**config.mk**
```make
export PLATFORM = sky130hd
export DESIGN_NAME = thick_line_round_cap_raster_core
export DESIGN_NICKNAME = d
export VERILOG_FILES = /design/src/sv/tlrc_pkg.sv /design/src/sv/tlrc_datapath.sv /design/src/sv/tlrc_ctrl.sv /design/src/sv/thick_line_round_cap_raster_core.sv
export SDC_FILE = /design/constraint.sdc
export NUM_CORES = 1
export LEC_CHECK = 0
export BUFFER_PORTS_ARGS = -buffer_cell sky130_fd_sc_hd__buf_2
export CORE_MARGIN = 10
export CORE_UTILIZATION = 60
export CTS_CLUSTER_SIZE = 28
export DETAILED_ROUTE_END_ITERATION = 6
export HOLD_SLACK_MARGIN = 0.12
export PLACE_DENSITY = 0.86
export SLEW_MARGIN = 15
export SYNTH_ARGS = -nofsm -noshare
export SYNTH_HDL_FRONTEND = slang
export SYNTH_SLANG_ARGS = --single-unit
```
**constraint.sdc**
```tcl
create_clock -name aclk -period 13.7 [get_ports aclk]
set_clock_uncertainty 0.1 [all_clocks]
set_input_delay 0 -clock aclk [delete_from_list [all_inputs] [get_ports aclk]]
set_output_delay 0 -clock aclk [all_outputs]
set_load 0.02 [all_outputs]
```
**src/sv/tlrc_pkg.sv**
```systemverilog
// shared constants and controller/datapath interface types for the thick line rasterizer
package tlrc_pkg;

    // field and datapath widths
    localparam int COORD_BITS    = 13;
    localparam int MAX_THICKNESS = 63;
    localparam int ADDR_BITS     = 24;
    localparam int CFG_BITS      = 13;
    localparam int CFG_IDX_BITS  = 2;
    localparam int WIDTH_BITS    = 6;
    localparam int RAD_BITS      = WIDTH_BITS - 1;
    localparam int OFF_BITS      = RAD_BITS + 1;
    localparam int SQ_BITS       = 2 * RAD_BITS;
    localparam int PIX_BITS      = 12;
    localparam int COLOR_BITS    = 32;
    localparam int OUT_ADDR_BITS = 24;
    localparam int PROD_BITS     = COORD_BITS + CFG_BITS;

    // stream packing
    localparam int S_DATA_BITS = 96;
    localparam int M_DATA_BITS = 80;

    // opcodes carried in s_tuser
    localparam logic OP_START   = 1'b0;
    localparam logic OP_ADVANCE = 1'b1;

    // register indexes
    localparam logic [CFG_IDX_BITS-1:0] REG_FRAME_WIDTH  = 2'd0;
    localparam logic [CFG_IDX_BITS-1:0] REG_FRAME_HEIGHT = 2'd1;
    localparam logic [CFG_IDX_BITS-1:0] REG_ROW_PITCH    = 2'd2;

    // register reset values
    localparam logic [CFG_BITS-1:0] FRAME_WIDTH_RST  = 13'd1920;
    localparam logic [CFG_BITS-1:0] FRAME_HEIGHT_RST = 13'd1080;
    localparam logic [CFG_BITS-1:0] ROW_PITCH_RST    = 13'd1920;

    // commands from the controller to the datapath
    typedef struct packed {
        logic load_line;
        logic eval;
        logic mul;
        logic load_out;
    } tlrc_cmd_t;

    // status from the datapath to the controller
    typedef struct packed {
        logic cand_last;
    } tlrc_status_t;

endpackage

```
**src/sv/tlrc_datapath.sv**
```systemverilog
// line state, brush scan, incremental centre stepping, address multiply and output register
module tlrc_datapath import tlrc_pkg::*; (
    input  logic                          aclk,
    input  logic                          aresetn,
    input  tlrc_cmd_t                     cmd,
    output tlrc_status_t                  status,
    input  logic                          cfg_wr_en,
    input  logic [CFG_IDX_BITS-1:0]       cfg_index,
    input  logic [CFG_BITS-1:0]           cfg_data,
    input  logic signed [COORD_BITS-1:0]  start_x,
    input  logic signed [COORD_BITS-1:0]  start_y,
    input  logic signed [COORD_BITS-1:0]  end_x,
    input  logic signed [COORD_BITS-1:0]  end_y,
    input  logic [WIDTH_BITS-1:0]         stroke_width,
    input  logic [COLOR_BITS-1:0]         pen_color,
    output logic [OUT_ADDR_BITS-1:0]      address,
    output logic [PIX_BITS-1:0]           pixel_col,
    output logic [PIX_BITS-1:0]           pixel_row,
    output logic [COLOR_BITS-1:0]         write_color,
    output logic                          write_enable,
    output logic                          last
);

    localparam int CW = COORD_BITS;
    localparam int PW = COORD_BITS + 1;

    // configuration registers
    logic [CFG_BITS-1:0] frame_width_reg, frame_height_reg, row_pitch_reg;

    // line state
    logic signed [CW-1:0]       x0_reg, y0_reg;
    logic [CW-1:0]              adx_reg, ady_reg;
    logic                       negx_reg, negy_reg;
    logic [CW-1:0]              qx_reg, qy_reg, remx_reg, remy_reg;
    logic [CW-1:0]              step_total_reg, step_index_reg;
    logic signed [CW-1:0]       cen_x_reg, cen_y_reg;
    logic signed [OFF_BITS-1:0] off_col_reg, off_row_reg;
    logic [RAD_BITS-1:0]        radius_reg;
    logic [SQ_BITS-1:0]         rsq_reg;
    logic [COLOR_BITS-1:0]      held_color_reg;

    // candidate and multiply stage
    logic [CW-1:0]        cand_px_reg, cand_py_reg;
    logic                 cand_we_reg, cand_last_reg;
    logic [PROD_BITS-1:0] prod_reg;

    // output payload
    logic [OUT_ADDR_BITS-1:0] addr_reg;
    logic [PIX_BITS-1:0]      col_reg, row_reg;
    logic [COLOR_BITS-1:0]    color_reg;
    logic                     we_reg, last_reg;

    // line setup terms
    logic signed [PW-1:0]  dx_w, dy_w, adx_full, ady_full;
    logic [CW-1:0]         adx_w, ady_w, steps_max, steps_w;
    logic [WIDTH_BITS-1:0] thick_w;
    logic [RAD_BITS-1:0]   rad_w;
    logic [SQ_BITS-1:0]    rsq_w;

    // candidate terms
    logic signed [PW-1:0]       px_w, py_w;
    logic [RAD_BITS-1:0]        acol_w, arow_w;
    logic [SQ_BITS:0]           dist_w;
    logic                       in_disc, in_frame, col_end, row_end, is_last;
    logic signed [OFF_BITS-1:0] rad_s;

    // step advance terms
    logic [CW:0]          r2x_w, r2y_w;
    logic                 gex_w, gey_w;
    logic [CW-1:0]        qx_next, qy_next, remx_next, remy_next;
    logic signed [PW-1:0] cenx_next_w, ceny_next_w;

    // output add
    logic [PROD_BITS:0] addr_sum_w;

    // line setup: step count, radius, radius squared
    always_comb begin
        dx_w     = {end_x[CW-1], end_x} - {start_x[CW-1], start_x};
        dy_w     = {end_y[CW-1], end_y} - {start_y[CW-1], start_y};
        adx_full = dx_w[PW-1] ? -dx_w : dx_w;
        ady_full = dy_w[PW-1] ? -dy_w : dy_w;
        adx_w    = adx_full[CW-1:0];
        ady_w    = ady_full[CW-1:0];
        steps_max = (adx_w > ady_w) ? adx_w : ady_w;
        steps_w   = (steps_max == '0) ? CW'(1) : steps_max;
        thick_w   = (stroke_width > WIDTH_BITS'(MAX_THICKNESS)) ?
                    WIDTH_BITS'(MAX_THICKNESS) : stroke_width;
        rad_w     = thick_w[WIDTH_BITS-1:1];
        rsq_w     = SQ_BITS'(rad_w) * SQ_BITS'(rad_w);
    end

    // candidate pixel, disc and frame tests
    always_comb begin
        px_w    = {cen_x_reg[CW-1], cen_x_reg}
                + {{(PW-OFF_BITS){off_col_reg[OFF_BITS-1]}}, off_col_reg};
        py_w    = {cen_y_reg[CW-1], cen_y_reg}
                + {{(PW-OFF_BITS){off_row_reg[OFF_BITS-1]}}, off_row_reg};
        acol_w  = off_col_reg[OFF_BITS-1] ? RAD_BITS'(-off_col_reg) : RAD_BITS'(off_col_reg);
        arow_w  = off_row_reg[OFF_BITS-1] ? RAD_BITS'(-off_row_reg) : RAD_BITS'(off_row_reg);
        dist_w  = (SQ_BITS+1)'(SQ_BITS'(acol_w) * SQ_BITS'(acol_w))
                + (SQ_BITS+1)'(SQ_BITS'(arow_w) * SQ_BITS'(arow_w));
        in_disc = dist_w <= {1'b0, rsq_reg};
        in_frame = !px_w[PW-1] && !py_w[PW-1] &&
                   (px_w[CW-1:0] < frame_width_reg) && (py_w[CW-1:0] < frame_height_reg);
        rad_s   = {1'b0, radius_reg};
        col_end = off_col_reg == rad_s;
        row_end = off_row_reg == rad_s;
        is_last = (step_index_reg == step_total_reg) && row_end && col_end;
    end

    assign status.cand_last = is_last;

    // next centre: quotient and remainder of |delta|*i/steps kept incrementally
    always_comb begin
        r2x_w     = {1'b0, remx_reg} + {1'b0, adx_reg};
        r2y_w     = {1'b0, remy_reg} + {1'b0, ady_reg};
        gex_w     = r2x_w >= {1'b0, step_total_reg};
        gey_w     = r2y_w >= {1'b0, step_total_reg};
        remx_next = gex_w ? CW'(r2x_w - {1'b0, step_total_reg}) : r2x_w[CW-1:0];
        remy_next = gey_w ? CW'(r2y_w - {1'b0, step_total_reg}) : r2y_w[CW-1:0];
        qx_next   = gex_w ? qx_reg + CW'(1) : qx_reg;
        qy_next   = gey_w ? qy_reg + CW'(1) : qy_reg;
        cenx_next_w = negx_reg ? {x0_reg[CW-1], x0_reg} - {1'b0, qx_next}
                               : {x0_reg[CW-1], x0_reg} + {1'b0, qx_next};
        ceny_next_w = negy_reg ? {y0_reg[CW-1], y0_reg} - {1'b0, qy_next}
                               : {y0_reg[CW-1], y0_reg} + {1'b0, qy_next};
    end

    // configuration writes
    always_ff @(posedge aclk) begin
        if (!aresetn) begin
            frame_width_reg  <= FRAME_WIDTH_RST;
            frame_height_reg <= FRAME_HEIGHT_RST;
            row_pitch_reg    <= ROW_PITCH_RST;
        end else if (cfg_wr_en) begin
            unique case (cfg_index)
                REG_FRAME_WIDTH:  frame_width_reg  <= cfg_data;
                REG_FRAME_HEIGHT: frame_height_reg <= cfg_data;
                REG_ROW_PITCH:    row_pitch_reg    <= cfg_data;
                default: ;
            endcase
        end
    end

    // line latch and scan advance
    always_ff @(posedge aclk) begin
        if (cmd.load_line) begin
            x0_reg         <= start_x;
            y0_reg         <= start_y;
            adx_reg        <= adx_w;
            ady_reg        <= ady_w;
            negx_reg       <= dx_w[PW-1];
            negy_reg       <= dy_w[PW-1];
            qx_reg         <= '0;
            qy_reg         <= '0;
            remx_reg       <= '0;
            remy_reg       <= '0;
            step_total_reg <= steps_w;
            step_index_reg <= '0;
            cen_x_reg      <= start_x;
            cen_y_reg      <= start_y;
            radius_reg     <= rad_w;
            rsq_reg        <= rsq_w;
            off_col_reg    <= -$signed({1'b0, rad_w});
            off_row_reg    <= -$signed({1'b0, rad_w});
            held_color_reg <= pen_color;
        end else if (cmd.eval && !is_last) begin
            if (!col_end) begin
                off_col_reg <= off_col_reg + OFF_BITS'(1);
            end else begin
                off_col_reg <= -rad_s;
                if (!row_end) begin
                    off_row_reg <= off_row_reg + OFF_BITS'(1);
                end else begin
                    off_row_reg    <= -rad_s;
                    step_index_reg <= step_index_reg + CW'(1);
                    qx_reg         <= qx_next;
                    qy_reg         <= qy_next;
                    remx_reg       <= remx_next;
                    remy_reg       <= remy_next;
                    cen_x_reg      <= cenx_next_w[CW-1:0];
                    cen_y_reg      <= ceny_next_w[CW-1:0];
                end
            end
        end
    end

    // candidate capture
    always_ff @(posedge aclk) begin
        if (cmd.eval) begin
            cand_px_reg   <= px_w[CW-1:0];
            cand_py_reg   <= py_w[CW-1:0];
            cand_we_reg   <= in_disc && in_frame;
            cand_last_reg <= is_last;
        end
    end

    // row times pitch
    always_ff @(posedge aclk) begin
        if (cmd.mul) begin
            prod_reg <= PROD_BITS'(cand_py_reg) * PROD_BITS'(row_pitch_reg);
        end
    end

    assign addr_sum_w = {1'b0, prod_reg} + (PROD_BITS+1)'(cand_px_reg);

    // output register, skipped candidates carry zero payload
    always_ff @(posedge aclk) begin
        if (cmd.load_out) begin
            last_reg <= cand_last_reg;
            we_reg   <= cand_we_reg;
            if (cand_we_reg) begin
                addr_reg  <= OUT_ADDR_BITS'(addr_sum_w[ADDR_BITS-1:0]);
                col_reg   <= cand_px_reg[PIX_BITS-1:0];
                row_reg   <= cand_py_reg[PIX_BITS-1:0];
                color_reg <= held_color_reg;
            end else begin
                addr_reg  <= '0;
                col_reg   <= '0;
                row_reg   <= '0;
                color_reg <= '0;
            end
        end
    end

    assign address      = addr_reg;
    assign pixel_col    = col_reg;
    assign pixel_row    = row_reg;
    assign write_color  = color_reg;
    assign write_enable = we_reg;
    assign last         = last_reg;

endmodule

```
**src/sv/tlrc_ctrl.sv**
```systemverilog
// sequencer for line start, candidate evaluation, address multiply and output handoff
module tlrc_ctrl import tlrc_pkg::*; (
    input  logic         aclk,
    input  logic         aresetn,
    input  logic         s_tvalid,
    input  logic         op,
    output logic         s_tready,
    output logic         m_tvalid,
    input  logic         m_tready,
    output tlrc_cmd_t    cmd,
    input  tlrc_status_t status
);

    localparam logic [1:0] ST_IDLE = 2'd0;
    localparam logic [1:0] ST_MUL  = 2'd1;
    localparam logic [1:0] ST_LOAD = 2'd2;

    logic [1:0] state_reg, state_next;
    logic       busy_reg, busy_next;
    logic       m_valid_reg, m_valid_next;

    // next state and commands
    always_comb begin
        cmd        = '0;
        state_next = state_reg;
        busy_next  = busy_reg;
        unique case (state_reg)
            ST_IDLE: begin
                if (s_tvalid) begin
                    if (op == OP_START) begin
                        cmd.load_line = 1'b1;
                        busy_next     = 1'b1;
                    end else if (busy_reg) begin
                        cmd.eval   = 1'b1;
                        state_next = ST_MUL;
                        if (status.cand_last) begin
                            busy_next = 1'b0;
                        end
                    end
                end
            end
            ST_MUL: begin
                cmd.mul    = 1'b1;
                state_next = ST_LOAD;
            end
            ST_LOAD: begin
                if (!m_valid_reg || m_tready) begin
                    cmd.load_out = 1'b1;
                    state_next   = ST_IDLE;
                end
            end
            default: state_next = ST_IDLE;
        endcase
    end

    // output valid flag
    always_comb begin
        if (cmd.load_out) begin
            m_valid_next = 1'b1;
        end else if (m_tready) begin
            m_valid_next = 1'b0;
        end else begin
            m_valid_next = m_valid_reg;
        end
    end

    always_ff @(posedge aclk) begin
        if (!aresetn) begin
            state_reg   <= ST_IDLE;
            busy_reg    <= 1'b0;
            m_valid_reg <= 1'b0;
        end else begin
            state_reg   <= state_next;
            busy_reg    <= busy_next;
            m_valid_reg <= m_valid_next;
        end
    end

    assign s_tready = state_reg == ST_IDLE;
    assign m_tvalid = m_valid_reg;

    // a new result only comes out of the load state
    a_valid_from_load: assert property (@(posedge aclk) disable iff (!aresetn)
        $rose(m_valid_reg) |-> $past(state_reg == ST_LOAD))
        else $error("result valid rose outside load state");

    // the multiply always hands over to the load state
    a_mul_to_load: assert property (@(posedge aclk) disable iff (!aresetn)
        state_reg == ST_MUL |=> state_reg == ST_LOAD)
        else $error("multiply state did not move to load");

    // a stalled output keeps the next result waiting
    a_load_waits: assert property (@(posedge aclk) disable iff (!aresetn)
        (state_reg == ST_LOAD && m_valid_reg && !m_tready) |=>
        (state_reg == ST_LOAD && m_valid_reg))
        else $error("result overwritten while output stalled");

    // the line ends only on the last candidate
    a_busy_falls_on_last: assert property (@(posedge aclk) disable iff (!aresetn)
        $fell(busy_reg) |-> $past(cmd.eval && status.cand_last))
        else $error("line ended before its last candidate");

endmodule

```
**src/sv/thick_line_round_cap_raster_core.sv**
```systemverilog
// top level of the thick line rasterizer with a round brush
// an advance transaction is evaluated on accept, multiplied, then loaded, which raises result valid
// s_tready is low in the multiply and load states, so a new advance waits for the last result
// a start transaction gives no result; an advance with no line loaded gives none
// line steps move the centre by one add and compare, so every candidate costs the same
// aresetn (synchronous, active low) clears control state and reloads frame register defaults
module thick_line_round_cap_raster_core import tlrc_pkg::*; (
    input  logic                     aclk,
    input  logic                     aresetn,
    // configuration write port
    input  logic                     cfg_wr_en,
    input  logic [CFG_IDX_BITS-1:0]  cfg_index,
    input  logic [CFG_BITS-1:0]      cfg_data,
    // input stream
    input  logic                     s_tvalid,
    output logic                     s_tready,
    // start_x, start_y, end_x, end_y, stroke_width, pen_color, zero pad
    input  logic [S_DATA_BITS-1:0]   s_tdata,
    // op
    input  logic                     s_tuser,
    // result stream
    output logic                     m_tvalid,
    input  logic                     m_tready,
    // address, pixel_col, pixel_row, write_color
    output logic [M_DATA_BITS-1:0]   m_tdata,
    // write_enable
    output logic                     m_tuser,
    output logic                     m_tlast
);

    localparam int CW = COORD_BITS;

    tlrc_cmd_t    cmd;
    tlrc_status_t status;

    logic signed [CW-1:0]     start_x, start_y, end_x, end_y;
    logic [WIDTH_BITS-1:0]    stroke_width;
    logic [COLOR_BITS-1:0]    pen_color;
    logic [OUT_ADDR_BITS-1:0] address;
    logic [PIX_BITS-1:0]      pixel_col, pixel_row;
    logic [COLOR_BITS-1:0]    write_color;

    // unpack input transaction
    assign start_x      = s_tdata[CW-1:0];
    assign start_y      = s_tdata[2*CW-1:CW];
    assign end_x        = s_tdata[3*CW-1:2*CW];
    assign end_y        = s_tdata[4*CW-1:3*CW];
    assign stroke_width = s_tdata[4*CW+WIDTH_BITS-1:4*CW];
    assign pen_color    = s_tdata[4*CW+WIDTH_BITS+COLOR_BITS-1:4*CW+WIDTH_BITS];

    tlrc_ctrl u_ctrl (
        .aclk     (aclk),
        .aresetn  (aresetn),
        .s_tvalid (s_tvalid),
        .op       (s_tuser),
        .s_tready (s_tready),
        .m_tvalid (m_tvalid),
        .m_tready (m_tready),
        .cmd      (cmd),
        .status   (status)
    );

    tlrc_datapath u_datapath (
        .aclk         (aclk),
        .aresetn      (aresetn),
        .cmd          (cmd),
        .status       (status),
        .cfg_wr_en    (cfg_wr_en),
        .cfg_index    (cfg_index),
        .cfg_data     (cfg_data),
        .start_x      (start_x),
        .start_y      (start_y),
        .end_x        (end_x),
        .end_y        (end_y),
        .stroke_width (stroke_width),
        .pen_color    (pen_color),
        .address      (address),
        .pixel_col    (pixel_col),
        .pixel_row    (pixel_row),
        .write_color  (write_color),
        .write_enable (m_tuser),
        .last         (m_tlast)
    );

    // pack result transaction
    assign m_tdata = {write_color, pixel_row, pixel_col, address};

endmodule
```
* Word-level counts from Yosys, hierarchy flattened
Index checks and enable logic that the tools add are counted.
** Word-level totals
- Register bits after elaboration :: 394
- Output and inout bits :: 84
** Operators by class
- Add/subtract/negate cells :: 25
- Multiply operators :: 4
- Order comparisons :: 7
- Eq/ne operators :: 11
- Multiplexer cells :: 45
- Reductions and logical operators :: 27
** Operators by type and width (number)
- $mux 13 :: 17
- $sub 13x13->13 :: 4
- $mux 6 :: 8
- $add 13x1->13 const B :: 3
- $mul 5x5->10 :: 3
- $add 13x13->14 :: 2
- $add 13x6->14 :: 2
- $ge 14x13->1 :: 2
- $sub 13x13->14 :: 2
- $add 13x13->13 :: 2
- $lt 13x13->1 :: 2
- $neg 13->13 :: 2
- $add 24x13->24 :: 1
- $mul 13x13->24 :: 1
- $eq 13x13->1 :: 1
- $gt 13x13->1 :: 1
- $logic_not 13->1 :: 1
- $add 6x2->6 const B :: 2
- $eq 6x6->1 :: 2
- $mux 2 :: 6
- $neg 5->6 :: 2
- $add 10x10->11 :: 1
- $le 11x10->1 :: 1
- $mux 1 :: 11
- 16 further kinds :: 40

* Logic depth before layout (Yosys ltp)
Gate-level depths: netlist of the first run.
- Word-level depth :: 9
- Depth in mapped cells :: 36
- Depth with buffers taken out :: 35

* By module
From an unflattened synthesis of the first run, not the netlist that was laid out.
** Second synthesis, totals
- Cell total of the unflattened synthesis :: 3277
- Area total of the unflattened synthesis :: 31222.4 sq um
** Modules (own cells, without submodules)
- tlrc_datapath :: times used 1, cells each 3257, area an instance 31013.5 sq um, seq. area each 10610.2 sq um
- tlrc_ctrl :: times used 1, cells each 20, area an instance 209.0 sq um, seq. area each 80.1 sq um

* Worst setup path after synthesis of the first run
OpenSTA, ideal clock, no wires.
- Path kind :: flip-flop to flip-flop
- From :: register u_datapath.adx_reg[0]
- To :: register u_datapath.cen_x_reg[12], data pin
- Library setup time :: 0.145 ns
- Arrival :: 6.771 ns
- Required time :: 13.455 ns
- Path slack :: 6.684 ns
- Stages on the path, launching flop included :: 33
- Buffers on the path :: 2
- Path through :: edfxtp_1 ha_1 fa_1 a21o_1 a21oi_1 o21bai_1 a21oi_1 nor2b_1 o21a_1 nor2_1 xnor2_1 ha_1 o41a_1 o221a_2 nor3_4 buf_2 buf_1 mux2i_1 ha_1 nand3_1 o21ai_0 a21oi_1 xnor2_1 ha_1 inv_1 o21ai_0 a31oi_1 o21bai_1 a2111oi_0 nor3_1 xnor2_1 xnor3_1 o21ai_1
** Between the ends
- Word-level cells in the longest chain between the ends :: 9
- Elaborated cells between the ends (all ways) :: 10
** RTL lines
- from (decl) :: line tlrc_datapath.sv:32 : logic [CW-1:0] adx_reg, ady_reg;
- from (signal assigned) :: line tlrc_datapath.sv:150 : adx_reg <= adx_w;
- $add 13x13->14 (*) :: line tlrc_datapath.sv:115 : r2x_w = {1'b0, remx_reg} + {1'b0, adx_reg};
- $ge 14x13->1 (*) :: line tlrc_datapath.sv:117 : gex_w = r2x_w >= {1'b0, step_total_reg};
- $mux 13 (*) :: line tlrc_datapath.sv:121 : qx_next = gex_w ? qx_reg + CW'(1) : qx_reg;
- $add 13x13->13 or $sub 13x13->13 (tied branches) :: line tlrc_datapath.sv:124, tlrc_datapath.sv:123
- $mux 13 (*) :: line tlrc_datapath.sv:123 : cenx_next_w = negx_reg ? {x0_reg[CW-1], x0_reg} - {1'b0, qx_next}
- $mux 13 (*) :: line tlrc_datapath.sv:172 : if (!row_end) begin
- $mux 13 (*) :: line tlrc_datapath.sv:168 : if (!col_end) begin
- $mux 13 (*) :: line tlrc_datapath.sv:167 : end else if (cmd.eval && !is_last) begin
- $mux 13 (*) :: line tlrc_datapath.sv:147 : if (cmd.load_line) begin
- to (signal assigned) :: line tlrc_datapath.sv:160 : cen_x_reg <= start_x;
- to (signal assigned) :: line tlrc_datapath.sv:181 : cen_x_reg <= cenx_next_w[CW-1:0];
- to (decl) :: line tlrc_datapath.sv:36 : logic signed [CW-1:0] cen_x_reg, cen_y_reg;
Every way passes the cells marked *; elsewhere a longest branch is shown, timed or not. The select of a mux whose other input is x is not followed.
A chain may end at the register's enable or synchronous reset.

* Final worst setup path of the first run
- From :: register u_datapath.ady_reg[0]
- To :: register u_datapath.cen_y_reg[12], data pin
** Between the ends
- Word-level cells in the longest chain between the ends :: 9
- Elaborated cells between the ends (all ways) :: 10
** RTL lines
- from (decl) :: line tlrc_datapath.sv:32
- from (signal assigned) :: line tlrc_datapath.sv:151 : ady_reg <= ady_w;
- $add 13x13->14 (*) :: line tlrc_datapath.sv:116 : r2y_w = {1'b0, remy_reg} + {1'b0, ady_reg};
- $ge 14x13->1 (*) :: line tlrc_datapath.sv:118 : gey_w = r2y_w >= {1'b0, step_total_reg};
- $mux 13 (*) :: line tlrc_datapath.sv:122 : qy_next = gey_w ? qy_reg + CW'(1) : qy_reg;
- $add 13x13->13 or $sub 13x13->13 (tied branches) :: line tlrc_datapath.sv:126, tlrc_datapath.sv:125
- $mux 13 (*) :: line tlrc_datapath.sv:125 : ceny_next_w = negy_reg ? {y0_reg[CW-1], y0_reg} - {1'b0, qy_next}
- $mux 13 (*) :: line tlrc_datapath.sv:172
- $mux 13 (*) :: line tlrc_datapath.sv:168
- $mux 13 (*) :: line tlrc_datapath.sv:167
- $mux 13 (*) :: line tlrc_datapath.sv:147
- to (signal assigned) :: line tlrc_datapath.sv:161 : cen_y_reg <= start_y;
- to (signal assigned) :: line tlrc_datapath.sv:182 : cen_y_reg <= ceny_next_w[CW-1:0];
- to (decl) :: line tlrc_datapath.sv:36
Marked as above.

==> summary.md, run 1 <==
| Metric | Value |
|---|---|
| Largest cells by area after synthesis | edfxtp_1 28%, ha_1 12%, fa_1 10%, dfxtp_1 7.0%, xnor2_1 5.1% |
| Largest net degree at the start of global routing | about 120 |
| Area Growth Syn to Fin | 14.8% |
| Vias in the first global route | 24200 |
| GRT Resource Usage Total | 0.247 |
| RSZ-0062 raised after global routing | no |
| Power per Cell Area | between 100 and 150 nW/um^2 |
| Worst hold path class | in2reg |
| Syn Nets | 3788 |
| Pwr Total | ~0.0045 W |
| # rows | a little over 80 |
| Hold Path Sink | u_datapath.x0_reg[0] |
| Critical Path RT | between 10000 and 15000 ps |
| Die area | slightly above 60000 um^2 |
| Post-Syn Instances | about 3200 |
| Worst-Margin Slew | around 1200 ps |
| Crit path top cell by count | xnor2_1 |
| First-pass DRT Iterations | 6 |
| IO Pins | 201 |
| First-pass GRT wire length | roughly 120 mm |
| Core area | a little over 50000 um^2 |
| CP max-delay cell | nand2_1 |
| Slew margin rel. | 0.200 |
| Clock period minus worst slack | 7930 ps |
| Hold Path Origin | s_tdata[0] |
| Clock-pin slew on the worst setup and hold paths | approximately 60 ps |
| Clock Latency Late Sink | 590 ps |
| Seq. cell area | between 10000 and 15000 um^2 |
| CTS tree | built |
| Worst path top cell family by delay | compound AO/OA/AOI/OAI gates |
| Register area share after synthesis | 0.348 |
| Total CTS buffers | between 40 and 50 |
| Yosys reg bits | between 300 and 400 |
| Startpoint types | flop |
| CP Capture Type | flop |
| DRT antenna net count | 0 |
| Max_cap viols | 0 |
| Gpl congestion | 0.923 |
| Async SR Flop Fraction | 0 |
| Fmax | roughly 130 MHz |
| Cell Area, Synth | just over 30000 um^2 |
| HPWL after detailed placement | between 50 and 60 mm |
| Starting Density | 0.609 |
| Drt via density | 5.79 |
| Final net count | roughly 4000 |
| Filler Cell Count | ~3500 |
| Antenna violations before repair | 2 |
| Status | completed |
| Tcrit/Tclk final | 0.579 |
| Top_reg_cell synth | edfxtp_1 |
| CP peak stage delay | about 570 ps |
| H-tree levels | 2 |
| DR iter-0 viols | around 2100 |
| Buffer count from post-CTS setup fixing | 0 |
| Worst path bufs/invs | 0 |
| Count of cell types in the netlist | 91 |
| Yosys top cell area share | 0.278 |
| Worst hold stages | 2 |
| Drt total wl | about 76 mm |
| FF-to-FF path depth | 34 |
| Crit path DAT | 8240 ps |
| Final TNS setup | 0 ps |
| Count leader, synth | inv_1 |
| Final hold vios | 0 |
| Grt ovf | 0 |
| Share of layout cells above drive strength 1 | 0.0926 |
| Port buffer count | 193 |
| Maximum fanout along the worst path | 17 |
| Synth Warn # | 0 |
| Max Slew Vio Count | 0 |
| Die Span X | approximately 250 um |
| Hold-fix buffer count after cts | 157 |
| # setup viols final | 0 |
| Critical path class | reg2reg |
| Root buffer cell | clkbuf_16 |
| Clk buf depth | 3 |
| Number of enable flip-flop cells after synthesis | roughly 280 |
| Worst VDD drop | 0.000135 V |
| Synth cell count leaders | 347 x inv_1, 306 x nand2_1, 299 x ha_1 |
| Area of the multi-input gates | about 18000 um^2 |
| Post-synth top area cell | edfxtp_1 |
| Syn Area/Cell | ~9.5 um^2 |
| Worst r2r src | u_datapath.ady_reg[0] |
| Worst reg2reg setup slack | roughly 5800 ps |
| Avg WL per Cell | between 15 and 20 um |
| Worst reg2reg path endpoint | u_datapath.cen_y_reg[12] |
| P_leak | about 15 nW |
| Clock Sink Count | approximately 390 |
| Placed Cells | 3963 |
| Non-filler cells, final | between 4000 and 5000 |
| Via count | around 24000 |
| Residual DRC | 0 |
| Resized Gates After CTS | 0 |
| Die Y | ~250 um |
==> kinds of logic (layout without fill, tap and decap cells) <==
group	after synthesis	in the layout	synth area share
AOI/OAI and AO/OA	586	586	0.123
xor gates and xnor gates	286	286	0.0823
adders and majority gates	454	454	0.223
buffers and inverters	478	791	0.0589
DFF	392	392	0.348
muxes	25	25	0.00852
other	0	7	0
and+or+nand+nor	996	996	0.156
==> report_power, final <==
group / internal [W] / switching, W
registers: 0.00138 / 0.0000464
logic: 0.000805 / 0.00107
clock network: 0.000721 / 0.000515
==> worst max path at each step <==
stage / startpoint / end / slack, ps / cells past startpoint
finish: u_datapath.ady_reg[0] / u_datapath.cen_y_reg[12] / 5770 / 34
floorplan: u_datapath.adx_reg[0] / u_datapath.cen_x_reg[12] / 6680 / 32
detailed placement: u_datapath.ady_reg[0] / u_datapath.cen_y_reg[12] / 6070 / 34
global route: u_datapath.ady_reg[0] / u_datapath.cen_y_reg[9] / 5090 / 31
global placement: u_datapath.ady_reg[0] / u_datapath.cen_y_reg[12] / 6160 / 34
CTS: u_datapath.ady_reg[0] / u_datapath.cen_y_reg[12] / 5910 / 34
==> layout by cell type (no fill, tap or decap), drive strengths merged, types with 39 or more instances in the layout <==
cell / instances
o21ai: 154
a21oi: 172
dfxtp: 108
ha: 299
dlygate4sd3: 157
nand3: 73
inv: 351
buf: 205
and2: 141
a21o: 39
edfxtp: 284
xnor2: 178
nand2: 306
clkbuf: 53
xor2: 107
nor2b: 40
nor2: 234
fa: 155
a21boi: 41
nor3: 57
==> cell type report <==
| cell class | instances | area share |
|---|---|---|
| clock buffer | 53 | 0.0347 |
| inverter | 347 | 0.0371 |
| antenna | 7 | 0.000497 |
| tap | 672 | 0.0239 |
| clock inverter | 29 | 0.00863 |
| multi-input combinational | 2347 | 0.517 |
| timing repair buffer | 362 | 0.0746 |
| sequential | 392 | 0.303 |
==> routing by layer <==
metal  vias to the layer above  GRT usage  routed length (um)  part of all wire
met2                      1029      0.423               36800              0.48
li1                      11600          -                   -                 -
met5                         -          0                   0                 0
met4                         0     0.0828                2280             0.030
met3                       167     0.0431                6710             0.088
met1                     11600      0.311               30500              0.40
==> per-stage QoR <==
stage | setup WS, ps | utilization | hold WS (ps) | instance area (um^2)
after floorplan | 6680 | - | -1.13 | 30700
after global placement | 6160 | 0.637 | 77.1 | 32100
after detailed placement | 6070 | 0.637 | 78.2 | 32100
after CTS | 5910 | 0.699 | 133 | 35200
after global routing | 5090 | 0.699 | 154 | 35200
final | 5770 | 0.699 | 154 | 35200
(Power assumes the default switching activity.)
==> run 2, diff against run 1 <==
- clock period: 13.7 -> 8 ns (I/O delays scaled with it)
==> run 2 against run 1 <==
First-iteration DRC count decreased by 0.77%; maximum frequency increased by 8.7%; worst setup slack got worse by 5100 ps; total power increased by 70%; worst hold slack improved by 1.1 ps; critical path depth unchanged; clock power increased by 70%; global-route usage increased by 0.18 points.
==> summary.md, run 2 (synthesis results as in run 1) <==
| Metric | Value |
|---|---|
| Clock period minus worst slack | 7290 ps (-637 ps) |
| Design area | 35300 um^2 (+0.12%) |
| Hold_ws | 155 ps (+1.05 ps) |
| Clock Latency Late Sink | 600 ps (about the same) |
| Worst setup path start | u_datapath.ady_reg[0] |
| Worst reg2reg path endpoint | u_datapath.cen_y_reg[12] |
| DRT antenna net count | 0 (unchanged) |
| Antenna violations before repair | 2 (unchanged) |
| Die Span X | 246 um (unchanged) |
| Placed Cells | 3964 (+0.025%) |
| Critical path class | reg2reg |
| Die Y | 246 um (unchanged) |
| HPWL after detailed placement | 54.5 mm (+0.76%) |
| Port buffer count | 193 (unchanged) |
| Gpl congestion | 0.914 (-1.0%) |
| FF-to-FF path depth | 34 (unchanged) |
| Power per Cell Area | 219 nW/um^2 (+70%) |
| Root buffer cell | clkbuf_16 |
| RSZ-0062 raised after global routing | no |
| Worst r2r src | u_datapath.ady_reg[0] |
| Critical Path RT | 8330 ps (-5680 ps) |
| Post-DP Area | 32100 um^2 (about the same) |
| Clock-pin slew on the worst setup and hold paths | 60 ps (about the same) |
| Tcrit/Tclk final | 0.911 (+0.333) |
| Most frequent cells in the layout | 346 x inv_1, 306 x nand2_1, 299 x ha_1 |
| CTS tree | built |
| Starting Density | 0.609 (unchanged) |
| Area Growth Syn to Fin | 14.9% |
| Worst VDD drop | 0.000214 V (+58%) |
| Fmax | 137 MHz (+8.7%) |
| Max Slew Vio Count | 0 (unchanged) |
| Avg WL per Cell | 18.1 um (about the same) |
| Crit path DAT | 7620 ps (-620 ps) |
| Slew margin rel. | 0.241 (+0.0407) |
| Final hold vios | 0 (unchanged) |
| # setup viols final | 0 (unchanged) |
| Drt total wl | 76.3 mm (+0.12%) |
| Crit path capture | u_datapath.cen_y_reg[12] |
| Vias in the first global route | 24300 (+0.77%) |
| Worst reg2reg setup slack | 710 ps (-5060 ps) |
| First-pass DRT Iterations | 5 (-1) |
| Maximum fanout along the worst path | 5 (-12) |
| Share of layout cells above drive strength 1 | 0.0914 (-0.00126) |
| Clk buf depth | 3 (unchanged) |
| Final TNS setup | 0 ps (unchanged) |
| Status | completed |
| CP peak stage delay | 420 ps (-150 ps) |
| CP Capture Type | flop |
| Core area | 50400 um^2 (unchanged) |
| Grt ovf | 0 (unchanged) |
| Clock Sink Count | 392 (unchanged) |
| Non-filler cells, final | 4213 (+0.095%) |
| Max_cap viols | 0 (unchanged) |
| P_leak | 15.3 nW (about the same) |
| Largest net degree at the start of global routing | 107 (-8.5%) |
| Die area | 60600 um^2 (unchanged) |
| Pwr Total | 0.00773 W (+70%) |
| # rows | 82 (unchanged) |
| Most common cell after layout, fill and taps aside | inv_1 |
| IO Pins | 201 (unchanged) |
| Final net count | 4071 (+0.15%) |
| Via count | 24500 (+0.49%) |
| First-pass GRT wire length | 123 mm (+0.70%) |
| GRT Resource Usage Total | 0.249 (+0.00179) |
| Residual DRC | 0 (unchanged) |
| Worst-Margin Slew | 1130 ps (-60.8 ps) |
| Startpoint types | flop |
| Worst hold path class | in2reg |
| CP max-delay cell | fa_1 |
| Total CTS buffers | 43 (-2.3%) |
| H-tree levels | 2 (unchanged) |
| DR iter-0 viols | 2064 (-0.77%) |
| Drt via density | 5.81 (+0.39%) |
[run 2: cell count changes in the layout (fill, tap and decap cells not counted), moves of 2 or more]
| cell | delta |
|---|---|
| bufinv_16 | +2 |
| clkbuf_2 | -2 |
| clkbuf_16 | -3 |
| clkbuf_1 | +5 |
| clkinv_2 | -5 |
| clkinv_4 | +2 |
| buf_4 | +2 |
| dlygate4sd3_1 | +5 |
| clkbuf_8 | -2 |
[run 2: where the power goes]
group | switching (W) | leakage, nW | internal, W
Clock | 0.000885 | 0.727 | 0.00123
Sequential | 0.0000796 | 3.50 | 0.00237
Combinational | 0.00179 | 11.0 | 0.00137
Total | 0.00276 | 15.3 | 0.00497
[run 2: layout make-up]
class                           instances  area, um^2
Timing Repair Buffer                  369        2690
Fill cell                            3498       15100
Inverter                              347        1310
Antenna cell                            6        15.0
Sequential cell                       392       10700
Clock inverter                         29         378
Tap cell                              672         841
Clock buffer                           51        1130
Multi-Input combinational cell       2347       18200
[run 2: worst min-delay path by stage]
stage                            from                             to  slack (ps)  depth (start not counted)
after global routing      s_tdata[50]         u_datapath.ady_reg[12]         170                          5
final                     s_tdata[50]         u_datapath.ady_reg[11]         150                          5
after global placement    s_tdata[67]   u_datapath.held_color_reg[9]          80                          1
after CTS                 s_tdata[50]         u_datapath.ady_reg[11]         120                          5
after floorplan           s_tdata[58]   u_datapath.held_color_reg[0]          -1                          0
after detailed placement  s_tdata[80]  u_datapath.held_color_reg[22]          80                          1
[run 2: stage by stage]
stage                      util  worst slack, ps
after global placement    0.638              561
final                     0.700              711
after floorplan               -              984
after detailed placement  0.638              414
after global routing      0.700              133
after CTS                 0.700              354
[run 2: critical path, delay by kind of cell, from the launching register on]
kind / cells / cell delay [ps]
compound gates: 14 / 2730
xor+xnor: 4 / 630
fa+ha+maj: 5 / 1410
flops: 1 / 380
mux: 1 / 310
simple gates: 10 / 1550
[run 2: repair_timing]
item                                   in CTS  in global routing
gates resized for setup                     0                  1
endpoints found under the hold margin     254                  0
buffers inserted                            0                  1
setup endpoints to repair                   0                  1
hold buffers                              162                  0
[run 2: routing by layer]
| layer | share of wire | global-route usage | wire length [um] | up-vias |
|---|---|---|---|---|
| met1 | 0.40 | 0.312 | 30800 | 11700 |
| li1 | - | - | - | 11600 |
| met4 | 0.031 | 0.0868 | 2360 | 4 |
| met2 | 0.48 | 0.427 | 36800 | 1036 |
| met3 | 0.083 | 0.0433 | 6350 | 206 |
| met5 | 0.00037 | 0 | 28 | - |
